===== src/hw/rtl/tkchd_pkg.sv =====
// ----------------------------------------------------------------------------
// tkchd_pkg
// Shared types, codes and helper functions for the two-key click/hold
// detector.
// ----------------------------------------------------------------------------
package tkchd_pkg;

    localparam int COUNT_WIDTH_DEF = 16;
    localparam int THR_W           = 16;
    localparam int POLL_W          = 8;
    localparam int CFG_IDX_W       = 3;
    localparam int CFG_DATA_W      = 16;
    localparam int S_DATA_W        = 8;
    localparam int M_DATA_W        = 16;

    localparam logic [POLL_W-1:0] DEFAULT_POLL_MS = 8'd10;

    // configuration register indexes
    localparam logic [CFG_IDX_W-1:0] CFG_PRESS_LOW   = 3'd0;
    localparam logic [CFG_IDX_W-1:0] CFG_POLL_MS     = 3'd1;
    localparam logic [CFG_IDX_W-1:0] CFG_HOLD_THR    = 3'd2;
    localparam logic [CFG_IDX_W-1:0] CFG_CLICK_THR   = 3'd3;
    localparam logic [CFG_IDX_W-1:0] CFG_RELEASE_THR = 3'd4;

    typedef enum logic [1:0] {
        STEP_WAIT     = 2'd0,
        STEP_DEBOUNCE = 2'd1,
        STEP_HOLD     = 2'd2
    } scan_step_t;

    typedef enum logic [1:0] {
        LEV_NONE = 2'd0,
        LEV_UP   = 2'd1,
        LEV_DOWN = 2'd2,
        LEV_BOTH = 2'd3
    } level_t;

    typedef enum logic [1:0] {
        KIND_NONE  = 2'd0,
        KIND_CLICK = 2'd1,
        KIND_ENTER = 2'd2,
        KIND_CONT  = 2'd3
    } press_kind_t;

    // key status codes
    localparam logic [3:0] ST_IDLE       = 4'd0;
    localparam logic [3:0] ST_UP_CLICK   = 4'd1;
    localparam logic [3:0] ST_UP_ENTER   = 4'd2;
    localparam logic [3:0] ST_UP_CONT    = 4'd3;
    localparam logic [3:0] ST_DN_CLICK   = 4'd4;
    localparam logic [3:0] ST_DN_ENTER   = 4'd5;
    localparam logic [3:0] ST_DN_CONT    = 4'd6;
    localparam logic [3:0] ST_BOTH_CLICK = 4'd7;
    localparam logic [3:0] ST_BOTH_ENTER = 4'd8;
    localparam logic [3:0] ST_BOTH_CONT  = 4'd9;

    // application key index and event kind
    localparam logic [1:0] APP_KEY_UP      = 2'd0;
    localparam logic [1:0] APP_KEY_DOWN    = 2'd1;
    localparam logic [1:0] APP_KEY_BOTH    = 2'd2;
    localparam logic [1:0] APP_EV_CLICK    = 2'd0;
    localparam logic [1:0] APP_EV_LONG     = 2'd1;
    localparam logic [1:0] APP_EV_DUAL     = 2'd2;

    typedef struct packed {
        logic              press_low;
        logic [POLL_W-1:0] poll_ms;
        logic [THR_W-1:0]  hold_thr;
        logic [THR_W-1:0]  click_thr;
        logic [THR_W-1:0]  release_thr;
    } cfg_t;

    typedef struct packed {
        logic read_ok;
        logic down_pin_level;
        logic up_pin_level;
    } pin_item_t;

    typedef struct packed {
        logic [1:0] app_event_kind;
        logic [1:0] app_key_index;
        logic       app_event_valid;
        logic [3:0] key_status;
    } result_t;

    function automatic logic [3:0] status_of(level_t lev, press_kind_t kind);
        logic [3:0] st;
        st = ST_IDLE;
        case (lev)
            LEV_UP:   st = 4'(kind);
            LEV_DOWN: st = 4'(kind) + 4'd3;
            LEV_BOTH: st = 4'(kind) + 4'd6;
            default:  st = ST_IDLE;
        endcase
        return st;
    endfunction

    function automatic result_t result_of(logic [3:0] st);
        result_t r;
        r = '0;
        r.key_status = st;
        case (st)
            ST_UP_CLICK:
            begin
                r.app_event_valid = 1'b1;
                r.app_key_index   = APP_KEY_UP;
                r.app_event_kind  = APP_EV_CLICK;
            end
            ST_UP_ENTER:
            begin
                r.app_event_valid = 1'b1;
                r.app_key_index   = APP_KEY_UP;
                r.app_event_kind  = APP_EV_LONG;
            end
            ST_DN_CLICK:
            begin
                r.app_event_valid = 1'b1;
                r.app_key_index   = APP_KEY_DOWN;
                r.app_event_kind  = APP_EV_CLICK;
            end
            ST_DN_ENTER:
            begin
                r.app_event_valid = 1'b1;
                r.app_key_index   = APP_KEY_DOWN;
                r.app_event_kind  = APP_EV_LONG;
            end
            ST_BOTH_CLICK:
            begin
                r.app_event_valid = 1'b1;
                r.app_key_index   = APP_KEY_BOTH;
                r.app_event_kind  = APP_EV_DUAL;
            end
            // both-keys hold-enter is reported on the up key index
            ST_BOTH_ENTER:
            begin
                r.app_event_valid = 1'b1;
                r.app_key_index   = APP_KEY_UP;
                r.app_event_kind  = APP_EV_LONG;
            end
            default:
            begin
                r.app_event_valid = 1'b0;
            end
        endcase
        return r;
    endfunction

endpackage


===== src/hw/rtl/tkchd_scan.sv =====
// ----------------------------------------------------------------------------
// tkchd_scan
// Scan state machine: key level decode, debounce/hold counters and status
// for one poll tick. State advances when adv is high.
// ----------------------------------------------------------------------------
module tkchd_scan #(
    parameter int COUNT_WIDTH = tkchd_pkg::COUNT_WIDTH_DEF
) (
    input  logic                  clk,
    input  logic                  rst_n,
    input  logic                  adv,
    input  tkchd_pkg::pin_item_t  item,
    input  tkchd_pkg::cfg_t       cfg,
    output tkchd_pkg::result_t    result
);
    import tkchd_pkg::*;

    localparam int CMP_W = (COUNT_WIDTH > THR_W) ? COUNT_WIDTH : THR_W;

    scan_step_t             step_reg, step_next;
    level_t                 lev_reg, lev_next;
    logic [COUNT_WIDTH-1:0] deb_reg, deb_next;
    logic [COUNT_WIDTH-1:0] hold_reg, hold_next;

    logic                   up_on;
    logic                   dn_on;
    level_t                 lev;
    logic [POLL_W-1:0]      ms;
    logic [COUNT_WIDTH-1:0] deb_sum;
    logic [COUNT_WIDTH-1:0] hold_sum;
    logic [3:0]             status;

    function automatic logic [COUNT_WIDTH-1:0] sat_add(
        logic [COUNT_WIDTH-1:0] a,
        logic [POLL_W-1:0]      b
    );
        logic [COUNT_WIDTH:0] s;
        s = {1'b0, a} + (COUNT_WIDTH+1)'(b);
        return s[COUNT_WIDTH] ? {COUNT_WIDTH{1'b1}} : s[COUNT_WIDTH-1:0];
    endfunction

    function automatic logic at_least(logic [COUNT_WIDTH-1:0] cnt, logic [THR_W-1:0] thr);
        return CMP_W'(cnt) >= CMP_W'(thr);
    endfunction

    always_ff @(posedge clk or negedge rst_n)
    begin
        if (!rst_n)
        begin
            step_reg <= STEP_WAIT;
            lev_reg  <= LEV_NONE;
            deb_reg  <= '0;
            hold_reg <= '0;
        end
        else if (adv)
        begin
            step_reg <= step_next;
            lev_reg  <= lev_next;
            deb_reg  <= deb_next;
            hold_reg <= hold_next;
        end
    end

    always_comb
    begin
        up_on    = item.up_pin_level ^ cfg.press_low;
        dn_on    = item.down_pin_level ^ cfg.press_low;
        lev      = level_t'({dn_on, up_on});
        ms       = (cfg.poll_ms == '0) ? DEFAULT_POLL_MS : cfg.poll_ms;
        deb_sum  = sat_add(deb_reg, ms);
        hold_sum = sat_add(hold_reg, ms);

        step_next = step_reg;
        lev_next  = lev_reg;
        deb_next  = deb_reg;
        hold_next = hold_reg;
        status    = ST_IDLE;

        if (item.read_ok)
        begin
            case (step_reg)
                STEP_WAIT:
                begin
                    if (lev != LEV_NONE)
                    begin
                        deb_next  = '0;
                        hold_next = '0;
                        step_next = STEP_DEBOUNCE;
                        lev_next  = lev;
                    end
                end
                STEP_DEBOUNCE:
                begin
                    if (lev == lev_reg)
                    begin
                        deb_next = deb_sum;
                        if (at_least(deb_sum, cfg.hold_thr))
                        begin
                            step_next = STEP_HOLD;
                            deb_next  = '0;
                            status    = status_of(lev_reg, KIND_ENTER);
                        end
                    end
                    else if (lev == LEV_NONE)
                    begin
                        if (at_least(deb_reg, cfg.click_thr))
                        begin
                            status = status_of(lev_reg, KIND_CLICK);
                        end
                        step_next = STEP_WAIT;
                        deb_next  = '0;
                        hold_next = '0;
                    end
                    else if (lev == LEV_BOTH)
                    begin
                        lev_next = LEV_BOTH;
                        deb_next = '0;
                    end
                    else if (lev_reg == LEV_BOTH && at_least(deb_reg, cfg.click_thr))
                    begin
                        // leaving both-keys after the click time: dual click
                        status    = status_of(LEV_BOTH, KIND_CLICK);
                        step_next = STEP_HOLD;
                        deb_next  = '0;
                        hold_next = '0;
                    end
                    else
                    begin
                        lev_next = lev;
                        deb_next = '0;
                    end
                end
                STEP_HOLD:
                begin
                    if (lev == LEV_NONE)
                    begin
                        deb_next = deb_sum;
                        if (at_least(deb_sum, cfg.release_thr))
                        begin
                            step_next = STEP_WAIT;
                            deb_next  = '0;
                            hold_next = '0;
                        end
                    end
                    else
                    begin
                        deb_next  = '0;
                        hold_next = hold_sum;
                        if (at_least(hold_sum, cfg.hold_thr))
                        begin
                            status    = status_of(lev_reg, KIND_CONT);
                            hold_next = '0;
                        end
                    end
                end
                default:
                begin
                    step_next = STEP_WAIT;
                    deb_next  = '0;
                    hold_next = '0;
                end
            endcase
        end

        result = result_of(status);
    end

endmodule


===== src/hw/rtl/two_key_click_hold_detector_top.sv =====
// ----------------------------------------------------------------------------
// two_key_click_hold_detector_top
// Two-key click / hold / dual-click detector with stream input and output.
//
//   channel  dir  handshake          payload
//   s_*      in   s_tvalid/s_tready  s_tdata: up, down, read_ok
//   m_*      out  m_tvalid/m_tready  m_tdata: status, ev_valid, key, kind
//   cfg_*    in   cfg_valid/ready    cfg_index, cfg_data
//
// One poll tick per cycle unless the output stalls; input reg, then result reg.
// The scan machine updates as a tick moves from input to result register.
// Output stall holds the result; one more tick is buffered in the input reg.
// rst_n clears the machine and loads register defaults; no clearing pass.
// ----------------------------------------------------------------------------
module two_key_click_hold_detector_top #(
    parameter int COUNT_WIDTH = tkchd_pkg::COUNT_WIDTH_DEF
) (
    input  logic                                clk,
    input  logic                                rst_n,
    input  logic                                s_tvalid,
    output logic                                s_tready,
    input  logic [tkchd_pkg::S_DATA_W-1:0]      s_tdata,   // up, down, read_ok
    output logic                                m_tvalid,
    input  logic                                m_tready,
    // status[3:0], ev_valid, key[1:0], kind[1:0]
    output logic [tkchd_pkg::M_DATA_W-1:0]      m_tdata,
    input  logic                                cfg_valid,
    output logic                                cfg_ready,
    input  logic [tkchd_pkg::CFG_IDX_W-1:0]     cfg_index,
    input  logic [tkchd_pkg::CFG_DATA_W-1:0]    cfg_data
);
    import tkchd_pkg::*;

    cfg_t      cfg_reg;
    logic      in_vld_reg;
    pin_item_t in_item_reg;
    logic      out_vld_reg;
    result_t   out_res_reg;
    result_t   scan_res;
    logic      adv;

    assign cfg_ready = 1'b1;
    assign adv       = in_vld_reg && (!out_vld_reg || m_tready);
    assign s_tready  = !in_vld_reg || adv;

    always_ff @(posedge clk or negedge rst_n)
    begin
        if (!rst_n)
        begin
            cfg_reg.press_low   <= 1'b1;
            cfg_reg.poll_ms     <= POLL_W'(10);
            cfg_reg.hold_thr    <= THR_W'(1000);
            cfg_reg.click_thr   <= THR_W'(30);
            cfg_reg.release_thr <= THR_W'(50);
        end
        else if (cfg_valid && cfg_ready)
        begin
            case (cfg_index)
                CFG_PRESS_LOW:   cfg_reg.press_low   <= cfg_data[0];
                CFG_POLL_MS:     cfg_reg.poll_ms     <= cfg_data[POLL_W-1:0];
                CFG_HOLD_THR:    cfg_reg.hold_thr    <= cfg_data[THR_W-1:0];
                CFG_CLICK_THR:   cfg_reg.click_thr   <= cfg_data[THR_W-1:0];
                CFG_RELEASE_THR: cfg_reg.release_thr <= cfg_data[THR_W-1:0];
                default:         ;
            endcase
        end
    end

    always_ff @(posedge clk or negedge rst_n)
    begin
        if (!rst_n)
        begin
            in_vld_reg  <= 1'b0;
            out_vld_reg <= 1'b0;
        end
        else
        begin
            if (s_tready)
            begin
                in_vld_reg <= s_tvalid;
            end
            if (adv)
            begin
                out_vld_reg <= 1'b1;
            end
            else if (m_tready)
            begin
                out_vld_reg <= 1'b0;
            end
        end
    end

    always_ff @(posedge clk)
    begin
        if (s_tvalid && s_tready)
        begin
            in_item_reg.up_pin_level   <= s_tdata[0];
            in_item_reg.down_pin_level <= s_tdata[1];
            in_item_reg.read_ok        <= s_tdata[2];
        end
        if (adv)
        begin
            out_res_reg <= scan_res;
        end
    end

    tkchd_scan #(
        .COUNT_WIDTH (COUNT_WIDTH)
    ) u_scan (
        .clk    (clk),
        .rst_n  (rst_n),
        .adv    (adv),
        .item   (in_item_reg),
        .cfg    (cfg_reg),
        .result (scan_res)
    );

    assign m_tvalid = out_vld_reg;
    assign m_tdata  = {7'b0, out_res_reg.app_event_kind, out_res_reg.app_key_index,
                       out_res_reg.app_event_valid, out_res_reg.key_status};

endmodule


===== config.mk =====
export PLATFORM = sky130hd
export DESIGN_NAME = two_key_click_hold_detector_top
export DESIGN_NICKNAME = d
export VERILOG_FILES = /design/src/hw/rtl/tkchd_pkg.sv /design/src/hw/rtl/tkchd_scan.sv /design/src/hw/rtl/two_key_click_hold_detector_top.sv
export SDC_FILE = /design/constraint.sdc
export NUM_CORES = 1
export LEC_CHECK = 0
export ABC_AREA = 1
export ABC_CLOCK_PERIOD_IN_PS = 11400
export BUFFER_PORTS_ARGS = -buffer_cell sky130_fd_sc_hd__clkbuf_2
export CORE_MARGIN = 10
export CORE_UTILIZATION = 27
export CTS_BUF_LIST = sky130_fd_sc_hd__clkbuf_8
export DETAILED_ROUTE_END_ITERATION = 8
export HOLD_SLACK_MARGIN = 0.08
export SYNTH_ARGS = -nofsm -noshare
export SYNTH_HDL_FRONTEND = slang
export SYNTH_SLANG_ARGS = --single-unit

===== constraint.sdc =====
create_clock -name clk -period 11.4 [get_ports clk]
set_input_delay 2.28 -clock clk [delete_from_list [all_inputs] [get_ports clk]]
set_output_delay 2.28 -clock clk [all_outputs]
set_load 0.01 [all_outputs]

# Word-level counts from Yosys, hierarchy flattened
# Index checks and enable logic that the tools add are counted.
word_totals:
  regBits: 107
op_classes:
  n_bitwise: 2
  n_mux: 49
  n_reduce_logical: 25
  order_cmp: 4
  eq_ne: 29
  n_addsub: 2
ops:
  columns: ["op", "count"]
  rows:
  - ["$mux W16", 14]
  - ["$pmux W16 S3", 2]
  - ["$ge A16 B16 Y1", 4]
  - ["$add A16 B8 Y17", 2]
  - ["$mux W4", 8]
  - ["$mux W2", 13]
  - ["$pmux W4 S3", 2]
  - ["$pmux W4 S4", 1]
  - ["$reduce_and A7 Y1", 2]
  - ["$eq A4 B3 Y1 const B", 3]
  - ["$reduce_and A2 Y1", 5]
  - ["$pmux W3 S3", 1]
  - ["$eq A2 B2 Y1 const B", 4]
  - ["$logic_not A8 Y1", 1]
  - ["$mux W8", 1]
  - ["$pmux W4 S2", 1]
  - ["$reduce_and A8 Y1", 1]
  - ["$eq A3 B2 Y1 const B", 2]
  - ["$ne A2 B1 Y1 const B", 3]
  - ["$ne A3 B2 Y1 const B", 2]
  - ["$ne A3 B3 Y1 const B", 2]
  - ["$pmux W2 S3", 1]
  - ["$reduce_bool A2 Y1", 3]
  - ["$reduce_or A6 Y1", 1]
  - ["other kinds (22)", 32]

# Longest topological paths before layout
depth:
  depth_word: 12
  depth_mapped: 32
  depth_no_buf: 31

# Modules after synthesis
# From an unflattened synthesis, not the netlist that was laid out.
unflattened:
  cells_unflattened: 1025
  hier_area_um2: 7644.8
modules_own_cells:
  columns: ["module", "cells_each", "instances", "area_per_inst_um2", "seq_area_each_um2"]
  rows:
  - ["tkchd_scan", 735, 1, 4820.9, 900.9]
  - ["two_key_click_hold_detector_top", 290, 1, 2824.0, 1856.8]

# Worst setup path after synthesis
# OpenSTA, ideal clock, no wires.
synth_timing:
  path_type: "input to output"
  from: "in m_tready"
  to: "out s_tready"
  slack_ps: 6656
  cell_stages: 2
  arrival_time_ps: 2464
  n_path_buf: 0
  required_time_ps: 9120
  cell_sequence: "inv_1 -> nand3_1"
synth_between:
  elab_chain_cells: 3
synth_rtl:
  columns: ["item", "line", "source"]
  rows:
  - ["start, declared", "two_key_click_hold_detector_top.sv:24", "input logic m_tready,"]
  - ["$logic_or A1 B1 Y1", "two_key_click_hold_detector_top.sv:43", "assign adv = in_vld_reg && (!out_vld_reg || m_tready);"]
  - ["$logic_and A1 B1 Y1", "two_key_click_hold_detector_top.sv:43", null]
  - ["$logic_or A1 B1 Y1", "two_key_click_hold_detector_top.sv:44", "assign s_tready = !in_vld_reg || adv;"]
  - ["end, declared", "two_key_click_hold_detector_top.sv:21", "output logic s_tready,"]
# Every way passes these cells.

# Final worst setup path
layout_timing:
  from: "reg cfg_reg[51] (netlist bit)"
  to: "reg u_scan.hold_reg[0]"
layout_between:
  elab_chain_cells: 8
  elab_cells_between_ends: 13
layout_rtl:
  columns: ["item", "line", "source"]
  rows:
  - ["start, declared", "two_key_click_hold_detector_top.sv:34", "cfg_t cfg_reg;"]
  - ["$logic_not A8 Y1", "tkchd_scan.sv:69", "ms = (cfg.poll_ms == '0) ? DEFAULT_POLL_MS : cfg.poll_ms;"]
  - ["$mux W8 *", "tkchd_scan.sv:69", null]
  - ["$add A16 B8 Y17", "tkchd_scan.sv:38", "s = {1'b0, a} + (COUNT_WIDTH+1)'(b);"]
  - ["$mux W16", "tkchd_scan.sv:39", "return s[COUNT_WIDTH] ? {COUNT_WIDTH{1'b1}} : s[COUNT_WIDTH-1:0];"]
  - ["$ge A16 B16 Y1", "tkchd_scan.sv:43", "return CMP_W'(cnt) >= CMP_W'(thr);"]
  - ["$mux W16", "tkchd_scan.sv:149", "if (at_least(hold_sum, cfg.hold_thr))"]
  - ["$mux W16", "tkchd_scan.sv:135", "if (lev == LEV_NONE)"]
  - ["$pmux W16 S3", "tkchd_scan.sv:81", "case (step_reg)"]
  - ["end signal, assigned", "tkchd_scan.sv:60", "hold_reg <= hold_next;"]
  - ["end, declared", "tkchd_scan.sv:23", "logic [COUNT_WIDTH-1:0] hold_reg, hold_next;"]
# Mark *: on every way between the ends. The rest lies on a longest branch, timed or not.
# A chain may end at the register's enable or synchronous reset.

==> metrics.yaml <==
power:
  p_clk_frac: 0.182
  pwr-share-seq: 0.357
  p_int_uw: 829
  power.total_mw: 1.45
  p_sw_frac: 0.427
  power_density_nw_per_um2: 173
  p_leak_nw: 4.25
  ir_worst_vdd_v: 0.0000627
  netSwitchingPower_uw: 617
  comb_power_share: 0.461
route:
  routedWlPerCell_um: 13.0
  routed_via_density: 4.45
  ant_nets: 0
  post-route-drc-count: 0
  drt_iter0_markers: 517
  firstDrtPassIters: 6
  vias: 6098
  drt-total-wl_um: 17800
worst_setup_path:
  crit_arrival_ns: 5.73
  path_delay_family: "simple AND/OR/NAND/NOR gates"
  cp_common_cell: "nand3_1"
  critPathKind: "reg -> reg"
  slowest_stage: "nor2_1"
  start_kind: "flip-flop"
  critPathBufInv: 3
  crit_chain: "nor4_1 -> and3_1 -> or2_2 -> ha_1 -> inv_1 -> nor3_1 -> nor2_1 -> o21ai_2 -> nand4_1 -> nor2_1 -> inv_1 -> nand3_1 -> ha_1 -> nand2_1 -> inv_1 -> nand3_1 -> nor3_1 -> nand3_1 -> nand3_1 -> nor2_1 -> nand2_1 -> and3_4 -> nand3b_1 -> o21ai_2"
  slowest_delay_ns: 0.77
  worst_ep_required_time_ns: 11.72
  crit_fanout: 32
  end_kind: "flip-flop"
sta:
  tns_ns: 0
  maxSlewHeadroom: 0.256
  rsz0062_at_grt: "no"
  tightest_slew_ns: 1.11
  hold_viol_final: 0
  skew_ns: 0.0148
  min_period_ns: 5.41
  finalMaxSlewViolations: 0
  setup_viol: 0
  max_freq_ghz: 0.185
  period_share: 0.475
finish:
  area_growth_pct: 9.52
  seqCellArea_um2: 2730
  largest_reg_flops: 57
  antennaDiodeCount: 0
  final_cell_mix: "nand2_1 (187), inv_1 (170), ha_1 (88)"
  stdcell_count: 1371
  final_area_um2: 8350
  finalNetCount: 1110
  layout_commonest_cell: "nand2_1"
  drive_above_1_share: 0.149
  fillers: 3009
  multiInputGateArea_um2: 4040
cts:
  hold_buffers: 0
  clock_latency_ns: 0.39
  clockRootBuffer: "clkbuf_8"
  clkTransAtPathRegs_ns: 0.10
  post_cts_resize_count: 0
  cts_buffer_depth: 2
  tritoncts: "built"
  clock-sinks: 106
  h-tree-depth: 3
  numCtsBuffers: 9
  postCtsSetupRepairBufs: 0
global_routing:
  antenna_found_initial: 0
  grt_pass1_wl_um: 30100
  grt_overflow: 0
  grt_pass1_vias: 6087
  grt_usage: 0.102
  grt_start_max_net_pins: 49
run:
  maxCapViolations: 0
floorplan:
  initial_utilization: 0.274
  fp.dieH_um: 188
  io_pins: 51
  num_rows: 61
  die_x_um: 188
  core_area_um2: 27900
  dieArea_um2: 35400
place:
  placed_cells: 1355
  finalWeightedCongestion: 0.858
  dp_hpwl_um: 14000
  place_area_um2: 8130
  io_buffer_count: 37
synth:
  syn_area_um2: 7620
  yosys_register_bits: 106
  postSynthAreaPerCell_um2: 7.92
  yosys_warnings: 0
  syn_inst: 963
  yosysUniqueCellTypes: 51
  yosysSeqAreaShare: 0.358
status:
  outcome: "completed"
worst_hold_path:
  min_path_type: "reg -> reg"
==> cells in the mapped netlist (all sizes together) <==
| library cell | n | area (µm²) |
|---|---|---|
| a21o | 1 | 7.51 |
| a21oi | 60 | 300 |
| a31oi | 2 | 12.5 |
| and3 | 2 | 17.5 |
| buf | 17 | 144 |
| clkbuf | 15 | 56.3 |
| clkinv | 1 | 3.75 |
| conb | 2 | 7.51 |
| dfrtp | 79 | 1980 |
| dfstp | 16 | 420 |
| edfxtp | 11 | 330 |
| fa | 2 | 40.0 |
| ha | 88 | 1100 |
| inv | 178 | 673 |
| nand2 | 195 | 786 |
| nand3 | 56 | 350 |
| nand3b | 1 | 7.51 |
| nand4 | 6 | 37.5 |
| nor2 | 65 | 280 |
| nor3 | 15 | 80.1 |
| nor3b | 2 | 15.0 |
| nor4 | 2 | 12.5 |
| o2111ai | 1 | 8.76 |
| o211ai | 4 | 30.0 |
| o21a | 2 | 15.0 |
| o21ai | 111 | 642 |
| o21bai | 2 | 15.0 |
| o22ai | 7 | 81.3 |
| or2 | 9 | 58.8 |
| xnor2 | 2 | 25.0 |
| xor2 | 9 | 86.3 |
==> metal layers <==
metal  vias up  part of all wire  track usage
met5         -                 0            0
met1      2788              0.49        0.135
met4         0             0.022       0.0317
li1       3143                 -            -
met3        27             0.047       0.0202
met2       140              0.44        0.164
==> stage by stage <==
step / hold slack (ns) / utilization / setup slack [ns]
after floorplan: 0.453 / - / 6.66
after global placement: 0.468 / 0.292 / 6.09
after detailed placement: 0.474 / 0.292 / 6.03
after CTS: 0.500 / 0.300 / 6.00
after global routing: 0.511 / 0.300 / 5.48
final: 0.492 / 0.300 / 5.99
==> final cells by class <==
type | instances | share of cell area
Clock buffer | 12 | 0.0198
Clock inverter | 4 | 0.00659
Inverter | 179 | 0.0811
Multi-Input combinational cell | 652 | 0.484
Sequential cell | 106 | 0.327
Tap cell | 378 | 0.0567
Timing Repair Buffer | 40 | 0.0252
==> path summary, 6_finish.rpt <==
check / start / endpoint / slack, ns / cells past startpoint
setup / recovery: cfg_reg[51] / u_scan.hold_reg[0] / 5.99 / 24
hold / removal: cfg_reg[42] / cfg_reg[42] / 0.49 / 2
setup reg to reg: cfg_reg[51] / u_scan.hold_reg[0] / 5.99 / 24
hold reg to reg: cfg_reg[42] / cfg_reg[42] / 0.49 / 2
max in group asynchronous: rst_n / cfg_reg[23] / 8.43 / 2
min in group asynchronous: rst_n / u_scan.step_reg[0] / 1.90 / 1
==> worst reg2reg max path: stages, from the launching register on <==
cell	delay, ns
dfstp_2	0.57
nor4_1	0.05
and3_1	0.15
or2_2	0.32
ha_1	0.38
inv_1	0.07
nor3_1	0.27
nor2_1	0.12
o21ai_2	0.21
nand4_1	0.17
nor2_1	0.77
inv_1	0.16
nand3_1	0.18
ha_1	0.16
nand2_1	0.07
inv_1	0.05
nand3_1	0.11
nor3_1	0.24
nand3_1	0.12
nand3_1	0.17
nor2_1	0.07
nand2_1	0.12
and3_4	0.53
nand3b_1	0.18
o21ai_2	0.09
==> power groups by stage <==
stage               clock (mW)  combinational [mW]  sequential [mW]
floorplan                    0               0.522            0.508
global placement             0               0.652            0.521
detailed placement           0               0.668            0.524
CTS                      0.269               0.672            0.517
global route             0.283               0.774            0.527
finish                   0.263               0.667            0.516
==> cells by family (layout without fill, tap and decap cells) <==
family | count (synthesis) | after routing | share of synthesized area
buffers and inverters | 211 | 235 | 0.115
flip-flops | 106 | 106 | 0.358
AO/OA/AOI/OAI | 190 | 190 | 0.146
adder cells (fa/ha/maj) | 90 | 90 | 0.150
XOR/XNOR | 11 | 11 | 0.0146
AND/OR/NAND/NOR | 353 | 353 | 0.216
other | 2 | 8 | 0.000985
(Power assumes the default switching activity.)
